--- config.mk ---
export PLATFORM = sky130hd
export DESIGN_NAME = link_reconnect_backoff_fsm
export DESIGN_NICKNAME = d
export VERILOG_FILES = /design/src/rtl/core/lrb_pkg.sv /design/src/rtl/core/lrb_in_stage.sv /design/src/rtl/core/lrb_backoff.sv /design/src/rtl/core/lrb_ctrl.sv /design/src/rtl/core/link_reconnect_backoff_fsm.sv
export SDC_FILE = /design/constraint.sdc
export NUM_CORES = 1
export LEC_CHECK = 0
export BUFFER_PORTS_ARGS = -buffer_cell sky130_fd_sc_hd__buf_2
export CAP_MARGIN = 20
export CORE_MARGIN = 1
export CORE_UTILIZATION = 50
export CTS_CLUSTER_DIAMETER = 50
export DETAILED_ROUTE_END_ITERATION = 8
export GPL_TIMING_DRIVEN = 0
export HOLD_SLACK_MARGIN = 0.06
export PLACE_DENSITY = 0.75
export REMOVE_ABC_BUFFERS = 1
export SLEW_MARGIN = 20
export SYNTH_ARGS = -nofsm -noshare
export SYNTH_HDL_FRONTEND = slang
export SYNTH_SLANG_ARGS = --single-unit
--- constraint.sdc ---
create_clock -name aclk -period 5.8 [get_ports aclk]
set_input_delay 0.29 -clock aclk [delete_from_list [all_inputs] [get_ports aclk]]
set_output_delay 0.29 -clock aclk [all_outputs]
set_load 0.01 [all_outputs]
--- src/rtl/core/lrb_pkg.sv ---
// Shared types and constants for the link reconnect backoff controller.
// No dependencies; every module of the block imports this package.
package lrb_pkg;

    localparam int TIMER_BITS_DEF   = 16;
    localparam int ATTEMPT_BITS_DEF = 5;

    localparam int TICK_W    = 16;
    localparam int ADDR_W    = 32;
    localparam int PORT_W    = 16;
    localparam int REQ_W     = 3;
    localparam int CFG_IDX_W = 1;

    localparam logic [TICK_W-1:0] INITIAL_RETRY_RESET = 16'd1000;
    localparam logic [TICK_W-1:0] MAX_RETRY_RESET     = 16'd30000;

    // Configuration register indexes
    localparam logic [CFG_IDX_W-1:0] CFG_INITIAL_RETRY = 1'b0;
    localparam logic [CFG_IDX_W-1:0] CFG_MAX_RETRY     = 1'b1;

    typedef enum logic [1:0] {
        LS_DISC       = 2'd0,
        LS_CONNECTING = 2'd1,
        LS_CONNECTED  = 2'd2,
        LS_ERROR      = 2'd3
    } link_state_t;

    typedef enum logic [REQ_W-1:0] {
        EV_CONNECT    = 3'd0,
        EV_DISCONNECT = 3'd1,
        EV_LINK_UP    = 3'd2,
        EV_LINK_DOWN  = 3'd3,
        EV_LINK_ERROR = 3'd4,
        EV_TICK       = 3'd5
    } event_code_t;

    // One accepted event as held in the input stage
    typedef struct packed {
        logic              valid;
        logic [REQ_W-1:0]  req_type;
        logic [ADDR_W-1:0] target_addr;
        logic [PORT_W-1:0] target_port;
    } event_t;

    // One result item, ordered from the top bit down
    typedef struct packed {
        logic [TICK_W-1:0] retry_interval;
        logic              retry_armed;
        logic              error_report;
        logic [PORT_W-1:0] peer_port;
        logic [ADDR_W-1:0] peer_addr;
        logic              disconnect_cmd;
        logic              connect_cmd;
        logic              state_changed;
        link_state_t       link_state;
    } result_t;

    localparam int RESULT_W = $bits(result_t);
    localparam int M_DATA_W = ((RESULT_W + 7) / 8) * 8;
    localparam int S_DATA_W = ((ADDR_W + PORT_W + 7) / 8) * 8;

endpackage

--- src/rtl/core/lrb_in_stage.sv ---
// Input register of the link reconnect backoff controller.
// Depends on lrb_pkg; holds one event until the control stage advances.
module lrb_in_stage
    import lrb_pkg::*;
(
    input  logic                aclk,
    input  logic                aresetn,
    input  logic                s_tvalid,
    output logic                s_tready,
    input  logic [S_DATA_W-1:0] s_tdata,
    input  logic [REQ_W-1:0]    s_tuser,
    input  logic                advance,
    output event_t              evt
);

    event_t evt_reg;
    event_t evt_next;

    // Take a new transfer when the stage is empty or drains this cycle
    assign s_tready = !evt_reg.valid || advance;
    assign evt      = evt_reg;

    always_comb begin
        evt_next = evt_reg;
        if (s_tready) begin
            evt_next.valid       = s_tvalid;
            evt_next.req_type    = s_tuser;
            evt_next.target_addr = s_tdata[ADDR_W-1:0];
            evt_next.target_port = s_tdata[ADDR_W+PORT_W-1:ADDR_W];
        end
    end

    always_ff @(posedge aclk) begin
        if (!aresetn) begin
            evt_reg.valid <= 1'b0;
        end else begin
            evt_reg.valid <= evt_next.valid;
        end
        evt_reg.req_type    <= evt_next.req_type;
        evt_reg.target_addr <= evt_next.target_addr;
        evt_reg.target_port <= evt_next.target_port;
    end

endmodule

--- src/rtl/core/lrb_backoff.sv ---
// Retry interval registers and the shifted, clamped backoff interval.
// Depends on lrb_pkg; feeds the interval to the control stage.
module lrb_backoff
    import lrb_pkg::*;
#(
    parameter int TIMER_BITS   = TIMER_BITS_DEF,
    parameter int ATTEMPT_BITS = ATTEMPT_BITS_DEF
) (
    input  logic                    aclk,
    input  logic                    aresetn,
    input  logic                    cfg_wr_en,
    input  logic [CFG_IDX_W-1:0]    cfg_addr,
    input  logic [TICK_W-1:0]       cfg_wr_data,
    input  logic [ATTEMPT_BITS-1:0] attempts,
    output logic [TICK_W-1:0]       interval
);

    // Largest count the timer can hold, seen in 16 bits
    localparam logic [TICK_W-1:0] TIMER_CAP = (TIMER_BITS >= TICK_W) ? {TICK_W{1'b1}} :
        TICK_W'((64'd1 << TIMER_BITS) - 64'd1);

    logic [TICK_W-1:0]   initial_reg;
    logic [TICK_W-1:0]   max_reg;
    logic [7:0]          attempts_ext;
    logic                too_far;
    logic [2*TICK_W-1:0] shifted;
    logic [TICK_W-1:0]   clamped;

    // Hold the configuration registers
    always_ff @(posedge aclk) begin
        if (!aresetn) begin
            initial_reg <= INITIAL_RETRY_RESET;
            max_reg     <= MAX_RETRY_RESET;
        end else if (cfg_wr_en) begin
            unique case (cfg_addr)
                CFG_INITIAL_RETRY: initial_reg <= cfg_wr_data;
                CFG_MAX_RETRY:     max_reg     <= cfg_wr_data;
                default:           ;
            endcase
        end
    end

    // A shift of 16 or more moves any nonzero start past every 16-bit ceiling
    always_comb begin
        attempts_ext = 8'(attempts);
        too_far      = (attempts_ext >= 8'd16) && (initial_reg != '0);
        shifted      = (2*TICK_W)'(initial_reg) << attempts_ext[3:0];
        if (too_far || (shifted > (2*TICK_W)'(max_reg))) begin
            clamped = max_reg;
        end else begin
            clamped = shifted[TICK_W-1:0];
        end
        interval = (clamped > TIMER_CAP) ? TIMER_CAP : clamped;
    end

endmodule

--- src/rtl/core/lrb_ctrl.sv ---
// Link state machine, retry timer and result register.
// Depends on lrb_pkg; takes events from lrb_in_stage and the interval from lrb_backoff.
module lrb_ctrl
    import lrb_pkg::*;
#(
    parameter int TIMER_BITS   = TIMER_BITS_DEF,
    parameter int ATTEMPT_BITS = ATTEMPT_BITS_DEF
) (
    input  logic                    aclk,
    input  logic                    aresetn,
    input  event_t                  evt,
    input  logic [TICK_W-1:0]       interval,
    output logic [ATTEMPT_BITS-1:0] attempts,
    output logic                    advance,
    output logic                    m_tvalid,
    input  logic                    m_tready,
    output result_t                 result
);

    link_state_t             state_reg,    state_next;
    logic                    user_disc_reg, user_disc_next;
    logic [ATTEMPT_BITS-1:0] attempts_reg, attempts_next;
    logic                    timer_run_reg, timer_run_next;
    logic [TIMER_BITS-1:0]   remain_reg,   remain_next;
    logic [ADDR_W-1:0]       saved_addr_reg, saved_addr_next;
    logic [PORT_W-1:0]       saved_port_reg, saved_port_next;
    logic                    m_valid_reg,  m_valid_next;
    result_t                 result_reg,   res;
    logic                    step;
    logic                    arm;

    // Output register frees up when empty or when the sink takes it
    assign advance  = !m_valid_reg || m_tready;
    assign step     = evt.valid && advance;
    assign attempts = attempts_reg;
    assign m_tvalid = m_valid_reg;
    assign result   = result_reg;

    // Next state and result for the event in the input stage
    always_comb begin
        state_next      = state_reg;
        user_disc_next  = user_disc_reg;
        attempts_next   = attempts_reg;
        timer_run_next  = timer_run_reg;
        remain_next     = remain_reg;
        saved_addr_next = saved_addr_reg;
        saved_port_next = saved_port_reg;
        arm             = 1'b0;
        res             = '0;

        unique case (evt.req_type)
            EV_CONNECT: begin
                if (state_reg != LS_CONNECTED) begin
                    saved_addr_next = evt.target_addr;
                    saved_port_next = evt.target_port;
                    user_disc_next  = 1'b0;
                    attempts_next   = '0;
                    timer_run_next  = 1'b0;
                    state_next      = LS_CONNECTING;
                    res.connect_cmd = 1'b1;
                    res.peer_addr   = evt.target_addr;
                    res.peer_port   = evt.target_port;
                end
            end
            EV_DISCONNECT: begin
                user_disc_next     = 1'b1;
                timer_run_next     = 1'b0;
                res.disconnect_cmd = 1'b1;
                state_next         = LS_DISC;
            end
            EV_LINK_UP: begin
                user_disc_next = 1'b0;
                attempts_next  = '0;
                timer_run_next = 1'b0;
                state_next     = LS_CONNECTED;
            end
            EV_LINK_DOWN: begin
                if (user_disc_reg) begin
                    user_disc_next = 1'b0;
                    state_next     = LS_DISC;
                end else begin
                    state_next = LS_ERROR;
                    arm        = !timer_run_reg;
                end
            end
            EV_LINK_ERROR: begin
                res.error_report = 1'b1;
                state_next       = LS_ERROR;
                arm              = !user_disc_reg && !timer_run_reg;
            end
            EV_TICK: begin
                if (timer_run_reg) begin
                    if (remain_reg > TIMER_BITS'(1)) begin
                        remain_next = remain_reg - TIMER_BITS'(1);
                    end else begin
                        remain_next     = '0;
                        timer_run_next  = 1'b0;
                        state_next      = LS_CONNECTING;
                        res.connect_cmd = 1'b1;
                        res.peer_addr   = saved_addr_reg;
                        res.peer_port   = saved_port_reg;
                    end
                end
            end
            default: ;
        endcase

        // Arm the one-shot retry timer and count the attempt
        if (arm) begin
            if (attempts_reg != {ATTEMPT_BITS{1'b1}}) begin
                attempts_next = attempts_reg + ATTEMPT_BITS'(1);
            end
            timer_run_next     = 1'b1;
            remain_next        = TIMER_BITS'(interval);
            res.retry_armed    = 1'b1;
            res.retry_interval = interval;
        end

        res.link_state    = state_next;
        res.state_changed = (state_next != state_reg);

        m_valid_next = m_valid_reg;
        if (advance) begin
            m_valid_next = evt.valid;
        end
    end

    always_ff @(posedge aclk) begin
        if (!aresetn) begin
            state_reg     <= LS_DISC;
            user_disc_reg <= 1'b0;
            attempts_reg  <= '0;
            timer_run_reg <= 1'b0;
            remain_reg    <= '0;
            m_valid_reg   <= 1'b0;
        end else begin
            m_valid_reg <= m_valid_next;
            if (step) begin
                state_reg     <= state_next;
                user_disc_reg <= user_disc_next;
                attempts_reg  <= attempts_next;
                timer_run_reg <= timer_run_next;
                remain_reg    <= remain_next;
            end
        end
    end

    // Payload registers: saved peer and the result
    always_ff @(posedge aclk) begin
        if (step) begin
            saved_addr_reg <= saved_addr_next;
            saved_port_reg <= saved_port_next;
            result_reg     <= res;
        end
    end

    // The retry timer only runs while the link sits in error
    a_timer_in_error: assert property (@(posedge aclk) disable iff (!aresetn)
        timer_run_reg |-> (state_reg == LS_ERROR))
        else $error("retry timer running outside error state");

    // A retry is armed only on entering or staying in error
    a_armed_in_error: assert property (@(posedge aclk) disable iff (!aresetn)
        (m_valid_reg && result_reg.retry_armed) |-> (result_reg.link_state == LS_ERROR))
        else $error("retry armed outside error state");

    // A connect command always leaves the link connecting
    a_connect_state: assert property (@(posedge aclk) disable iff (!aresetn)
        (m_valid_reg && result_reg.connect_cmd) |->
            (result_reg.link_state == LS_CONNECTING))
        else $error("connect issued without connecting state");

    // Arming a retry starts the timer on the next cycle
    a_arm_starts_timer: assert property (@(posedge aclk) disable iff (!aresetn)
        (step && arm) |=> timer_run_reg)
        else $error("armed retry did not start the timer");

endmodule

--- src/rtl/core/link_reconnect_backoff_fsm.sv ---
// Link reconnect controller with exponential retry backoff.
// Path from input transfer to result: input register, then result register.
// Throughput: one event per cycle while the result sink accepts; the next state and
// the clamped interval settle in one pass of logic between the two registers.
// Reset (aresetn low, synchronous): link disconnected, timer idle, attempts zero,
// retry intervals back to 1000 and 30000 ticks; the saved peer is not cleared.
module link_reconnect_backoff_fsm
    import lrb_pkg::*;
#(
    parameter int TIMER_BITS   = TIMER_BITS_DEF,
    parameter int ATTEMPT_BITS = ATTEMPT_BITS_DEF
) (
    input  logic                 aclk,
    input  logic                 aresetn,
    // Configuration write port
    input  logic                 cfg_wr_en,
    input  logic [CFG_IDX_W-1:0] cfg_addr,
    input  logic [TICK_W-1:0]    cfg_wr_data,
    // Event stream
    input  logic                 s_tvalid,
    output logic                 s_tready,
    input  logic [S_DATA_W-1:0]  s_tdata,  // target_addr[31:0], target_port[47:32]
    input  logic [REQ_W-1:0]     s_tuser,  // req_type[2:0]
    // Result stream
    output logic                 m_tvalid,
    input  logic                 m_tready,
    // link_state[1:0], state_changed[2], connect_cmd[3], disconnect_cmd[4],
    // peer_addr[36:5], peer_port[52:37], error_report[53], retry_armed[54],
    // retry_interval[70:55], zero pad[71]
    output logic [M_DATA_W-1:0]  m_tdata
);

    event_t                  evt;
    result_t                 result;
    logic                    advance;
    logic [ATTEMPT_BITS-1:0] attempts;
    logic [TICK_W-1:0]       interval;

    lrb_in_stage u_in_stage (
        .aclk     (aclk),
        .aresetn  (aresetn),
        .s_tvalid (s_tvalid),
        .s_tready (s_tready),
        .s_tdata  (s_tdata),
        .s_tuser  (s_tuser),
        .advance  (advance),
        .evt      (evt)
    );

    lrb_backoff #(
        .TIMER_BITS   (TIMER_BITS),
        .ATTEMPT_BITS (ATTEMPT_BITS)
    ) u_backoff (
        .aclk        (aclk),
        .aresetn     (aresetn),
        .cfg_wr_en   (cfg_wr_en),
        .cfg_addr    (cfg_addr),
        .cfg_wr_data (cfg_wr_data),
        .attempts    (attempts),
        .interval    (interval)
    );

    lrb_ctrl #(
        .TIMER_BITS   (TIMER_BITS),
        .ATTEMPT_BITS (ATTEMPT_BITS)
    ) u_ctrl (
        .aclk     (aclk),
        .aresetn  (aresetn),
        .evt      (evt),
        .interval (interval),
        .attempts (attempts),
        .advance  (advance),
        .m_tvalid (m_tvalid),
        .m_tready (m_tready),
        .result   (result)
    );

    // Pack the result with zero fill to whole bytes
    assign m_tdata = M_DATA_W'(result);

endmodule
Word level (Yosys, flattened, before mapping)
Index checks and enable logic that the tools add are counted.
W data, S select, Z words.
Cells by class
  add/sub/neg operators: 2
  magnitude comparators: 4
  equal/unequal tests: 10
  shifts and indexed selects: 1
  muxes and demuxes: 34
  bitwise operators: 1
  reduce and logical (&&, ||, !) cells: 24
Operators with widths (count)
  $mux W48: 3
  $mux W16: 6
  $pmux W48 S2: 1
  $gt A32 B16 Y1: 1
  $shl A16 B4 Y32: 1
  $gt A16 B1 Y1 const B: 1
  $gt A16 B16 Y1 const B: 1
  $reduce_bool A16 Y1: 1
  $sub A16 B1 Y16 const B: 1
  $mux W5: 3
  $pmux W2 S6: 1
  $reduce_and A3 Y1: 4
  $mux W1: 11
  $pmux W5 S2: 1
  $mux W2: 4
  $eq A3 B2 Y1 const B: 2
  $eq A3 B3 Y1 const B: 2
  $pmux W1 S3: 2
  $add A5 B1 Y5 const B: 1
  $ge A5 B5 Y1 const B: 1
  $ne A5 B5 Y1 const B: 1
  $logic_not A1 Y1: 4
  $pmux W1 S2: 2
  $reduce_and A2 Y1: 2
  13 further kinds: 19
Word-level totals
  bits in registers: 229
  input bits: 73
  output and inout bits: 74
  logic and storage cells: 99

Logic depth before layout (Yosys ltp)
  word-level depth: 7
  gate-level depth with buffers: 16
  mapped depth without buffers: 13

Hierarchy
Synthesis repeated with hierarchy kept, for this count alone.
Second synthesis, totals
  cell total of the unflattened synthesis: 810
  area, all modules: 10241.1 um^2
By module, submodules not included
  lrb_ctrl: times used 1, cells each 405, area an instance 5934.4 um^2, seq. area each 4093.9 um^2
  lrb_backoff: times used 1, cells each 348, area an instance 2715.1 um^2, seq. area each 640.6 um^2
  lrb_in_stage: times used 1, cells each 55, area an instance 1580.3 um^2, seq. area each 1551.5 um^2
  link_reconnect_backoff_fsm: times used 1, cells each 2, area an instance 11.3 um^2, seq. area each 0.0 um^2

Least setup slack after synthesis
OpenSTA, ideal clock, no wires.
  path type: register to register
  start: register u_ctrl.attempts_reg[1], in the netlist u_ctrl.attempts[1]
  end: register u_ctrl.result_reg (netlist bit u_ctrl.result[70]) (data pin)
  library setup time: 0.266 ns
  arrival: 3.609 ns
  data required time: 5.534 ns
  path slack: 1.925 ns
  stages on the path, launching flop included: 15
  buffers on the path: 3
  clock period less this slack: 3.875 ns
  cells stage by stage: dfxtp_1 clkbuf_8 buf_2 mux4_2 o21ai_0 o21ai_0 ha_1 a21oi_1 nand2_1 a221o_1 o31ai_2 and3_4 buf_12 mux2i_1 nor2_1
On the way
  cells in the longest elaborated chain, start to end: 6
  elaborated cells between the ends (all ways): 8
  those cells by class: 3 x order compare; 1 x shift; 2 x mux; 2 x reduce/logical
RTL lines
  start, declared: line lrb_ctrl.sv:22  | logic [ATTEMPT_BITS-1:0] attempts_reg, attempts_next;
  start signal, assigned: line lrb_ctrl.sv:141  | attempts_reg <= attempts_next;
  $shl A16 B4 Y32 / $ge A5 B5 Y1 (equally long branches): line lrb_backoff.sv:47, lrb_backoff.sv:46
  $gt A32 B16 Y1 / $logic_and A1 B1 Y1 (equally long branches): line lrb_backoff.sv:48, lrb_backoff.sv:46
  $logic_or A1 B1 Y1: line lrb_backoff.sv:48  | if (too_far || (shifted > (2*TICK_W)'(max_reg))) begin
  $mux W16 *: line lrb_backoff.sv:48
  $gt A16 B16 Y1: line lrb_backoff.sv:53  | interval = (clamped > TIMER_CAP) ? TIMER_CAP : clamped;
  $mux W16 *: line lrb_backoff.sv:53
  end signal, assigned: line lrb_ctrl.sv:153  | result_reg <= res;
  end, declared: line lrb_ctrl.sv:28  | result_t result_reg, res;
Mark *: on every way between the ends. The rest lies on a longest branch, timed or not.
A chain may end at the register's enable or synchronous reset.

Worst setup path after layout
  start: register u_ctrl.attempts_reg[1], in the netlist u_ctrl.attempts[1]
  end: register u_ctrl.result_reg (netlist bit u_ctrl.result[66]) (data pin)
Same word-level chain as after synthesis.

==> impl_metrics.toml <==
[synth]
ys_types = 73
synthCells = 815
netlist.area_leader.share_pct = 51.0
synth_top_cell_by_area = "edfxtp_1"
async_flop_share_pct = 0
ys_top_cells_by_area = "edfxtp_1 (51%), dfxtp_1 (12%), a22o_1 (4.2%), nand2_1 (3.5%), ha_1 (2.6%)"
synth_flop_cell = "edfxtp_1"
ys_ff_latch = 229
synth-warning-count = 0
synth_area_um2 = 10000
synth-seq-area-share_pct = 62.8
synth_edf_count = 170
avgSynthCellArea_um2 = 12.3

[drt]
firstDrtPassIters = 5
wirelength_mm = 23.1
vias = 7271
wl_per_cell_um = 17.7
met1_length_mm = 9.84
drc = 0
highest_layer = "met4"
dr_wl_met2_mm = 11.4
via_per_inst = 5.57
drt_iter0_drc = 428
wl_met3_mm = 1.19
drtAntennaViolNets = 0

[setup_path]
worstSetupStartpointType = "flop"
crit_end = "u_ctrl.result[66]$_SDFFCE_PN0P_"
r2r-start = "u_ctrl.attempts[1]$_SDFFE_PN0P_"
timing.rr.end = "u_ctrl.result[66]$_SDFFCE_PN0P_"
r2r_slack_ns = 0.84
worstSetupPathType = "flop to flop"
reg2regPathDepth = 13
worst_ep_required_time_ns = 6.04
worstSetupEndpointType = "flop"
path_max_fanout = 23
crit_start = "u_ctrl.attempts[1]$_SDFFE_PN0P_"
cp.arrival_ns = 5.20

[cells_and_area]
drive_gt1_share_pct = 22.1
final_nets = 1116
diodes = 0
area_growth_pct = 24.5
fillers = 1517
largest_register_ffs = 71

[clock_tree]
clk_path_buf_depth = 3
cts.clk_slew.worst_paths_ns = 0.06
cts_tree = "yes"
htreeDepth = 1
cts_setup_buffers = 0
post_cts_resized = 0
clk_latency_ns = 0.54
numCtsBuffers = 25
cts_sinks = 229
cts_root_buf = "clkbuf_16"

[pwr]
finalPower_mw = 3.86
power.internal_mw = 2.94
power_switching_mw = 0.921
comb_power_share_pct = 9.9
pwr-share-seq_pct = 48.8
p_leak_nw = 4.83
ir_drop_mv = 0.256
power.density_nw_per_um2 = 310
power.share.switching_pct = 23.9
clkPwrFrac_pct = 41.3

[timing]
min_period_over_period_pct = 85.5
worstMarginPinSlew_ns = 1.03
finClkSkew_ns = 0.0165
fin_setup_tns_ns = 0
fmax_mhz = 202
setup_viol = 0
final-max-slew-violation-count = 0
min_period_ns = 4.96
slew_headroom_pct = 31.5
finalHoldViolations = 0
rsz0062_at_grt = "false"

[grt]
grt_pass1_wl_mm = 35.8
grt_pass1_vias = 6963
grt_usage_pct = 22.3
grt_start_max_net_pins = 60
grt_overflow = 0
antenna_found_initial = 0

[placement]
io_buffers = 145
dp_hpwl_mm = 14.8
place.gp.congestion = 0.877

[floorplan]
dieHeight_um = 143
dieArea_um2 = 20600
fp.dieW_um = 143
fp.coreArea_um2 = 19500
ios = 147
num_rows = 51
start_util_pct = 51.2

[outcome]
status = "finished clean"

[worst_hold_path]
hold_path_class = "input pin to flop"

[job]
cap_viol_max_count = 0
-- final cells by class --
| class | count | area (µm²) | share of cell area, % |
|---|---|---|---|
| Clock buffer | 32 | 687 | 5.51 |
| Sequential cell | 229 | 6290 | 50.5 |
| Tap cell | 265 | 332 | 2.66 |
| Timing Repair Buffer | 227 | 1540 | 12.3 |
| Inverter | 31 | 119 | 0.954 |
| Clock inverter | 14 | 148 | 1.18 |
| Multi-Input combinational cell | 508 | 3350 | 26.9 |
-- power groups by stage --
| stage | Clock, mW | Combinational (mW) | Sequential [mW] |
|---|---|---|---|
| 2_1_floorplan | 0 | 0.201 | 1.92 |
| 5_1_grt | 1.69 | 0.419 | 1.89 |
| 3_5_place_dp | 0 | 0.336 | 1.91 |
| 3_3_place_gp | 0 | 0.325 | 1.91 |
| 4_1_cts | 1.61 | 0.376 | 1.88 |
| 6_report | 1.59 | 0.382 | 1.88 |
-- synth_stat cells (all sizes together), types with 4 or more instances --
master  instances
o211ai          8
mux4            9
buf             8
clkbuf         39
a21oi          53
nand4           6
nand2          94
and2            8
nor2b           6
ha             21
o21a            8
o22ai          11
nor4            6
a211oi          6
o31ai           4
mux2            9
nor3           20
a22oi           7
edfxtp        170
o21ai          40
nor2           56
a22o           48
nand3          18
inv            29
mux2i          20
dfxtp          59
-- worst min path at each step --
stage / from / end / depth (start not counted)
detailed placement: u_in_stage.evt[39]$_DFFE_PP_ / u_ctrl.saved_addr_reg[23]$_DFFE_PP_ / 0
finish: m_tready / u_ctrl.m_tvalid$_SDFFE_PN0N_ / 4
CTS: m_tready / u_ctrl.m_tvalid$_SDFFE_PN0N_ / 4
floorplan: aresetn / u_backoff.initial_reg[3]$_SDFFE_PN1P_ / 1
global route: m_tready / u_ctrl.m_tvalid$_SDFFE_PN0N_ / 4
global placement: u_in_stage.evt[39]$_DFFE_PP_ / u_ctrl.saved_addr_reg[23]$_DFFE_PP_ / 0
-- kinds of logic after synthesis --
family	count (synthesis)	synth area share, %
adder cells (fa/ha/maj)	21	2.63
XOR/XNOR	2	0.175
AND/OR/NAND/NOR	235	10.9
buffers and inverters	78	3.90
other	1	0.0375
multiplexers	38	5.11
flip-flops	229	62.8
AO/OA/AOI/OAI	211	14.4
-- through the flow --
| step | hold slack (ns) | std cells | utilization, % | instance area, µm² | worst slack, ns |
|---|---|---|---|---|---|
| after floorplan | 0.362 | 768 | - | 9730 | -0.177 |
| after global routing | 0.0978 | 1306 | 63.8 | 12500 | 0.499 |
| after detailed placement | 0.437 | 1192 | 56.0 | 10900 | 0.938 |
| after CTS | 0.0792 | 1306 | 63.8 | 12500 | 0.901 |
| final | 0.0857 | 1306 | 63.8 | 12500 | 0.843 |
| after global placement | 0.433 | 1178 | 55.3 | 10800 | -3.16 |
-- cell usage in the layout (no fill, tap or decap), drive strengths merged, types with 10 or more instances in the layout --
master	instances
ha	21
o21ai	40
edfxtp	170
dfxtp	59
buf	159
clkinv	10
mux2i	20
dlygate4sd3	68
a21oi	53
nand3	18
nor3	20
clkbuf	32
o22ai	11
nor2	56
inv	32
nand2	94
a22o	48
-- critical path, stage by stage, from the launching register on --
cell and delay (ns):
dfxtp_1 0.96, clkinv_1 0.50, mux2i_1 0.36, nor2_1 0.07, o21ai_0 0.17, o21ai_0 0.17, ha_1 0.35, a21oi_1 0.15
nand2_1 0.08, a221o_1 0.35, o31ai_2 0.57, and3_4 0.44, mux2i_1 0.43, nor2_1 0.07
-- per-layer routing --
layer | up-vias | global-route usage, %
met3 | 41 | 3.23
met1 | 3524 | 29.1
met5 | - | 0
li1 | 3487 | -
met4 | 0 | 7.45
met2 | 219 | 38.1
-- repair_timing --
item	4_1_cts	5_1_grt
hold buffers	68	0
endpoints found under the setup margin	0	0
hold endpoints to repair	84	0
No activity file was read; power rests on OpenSTA's default activity.
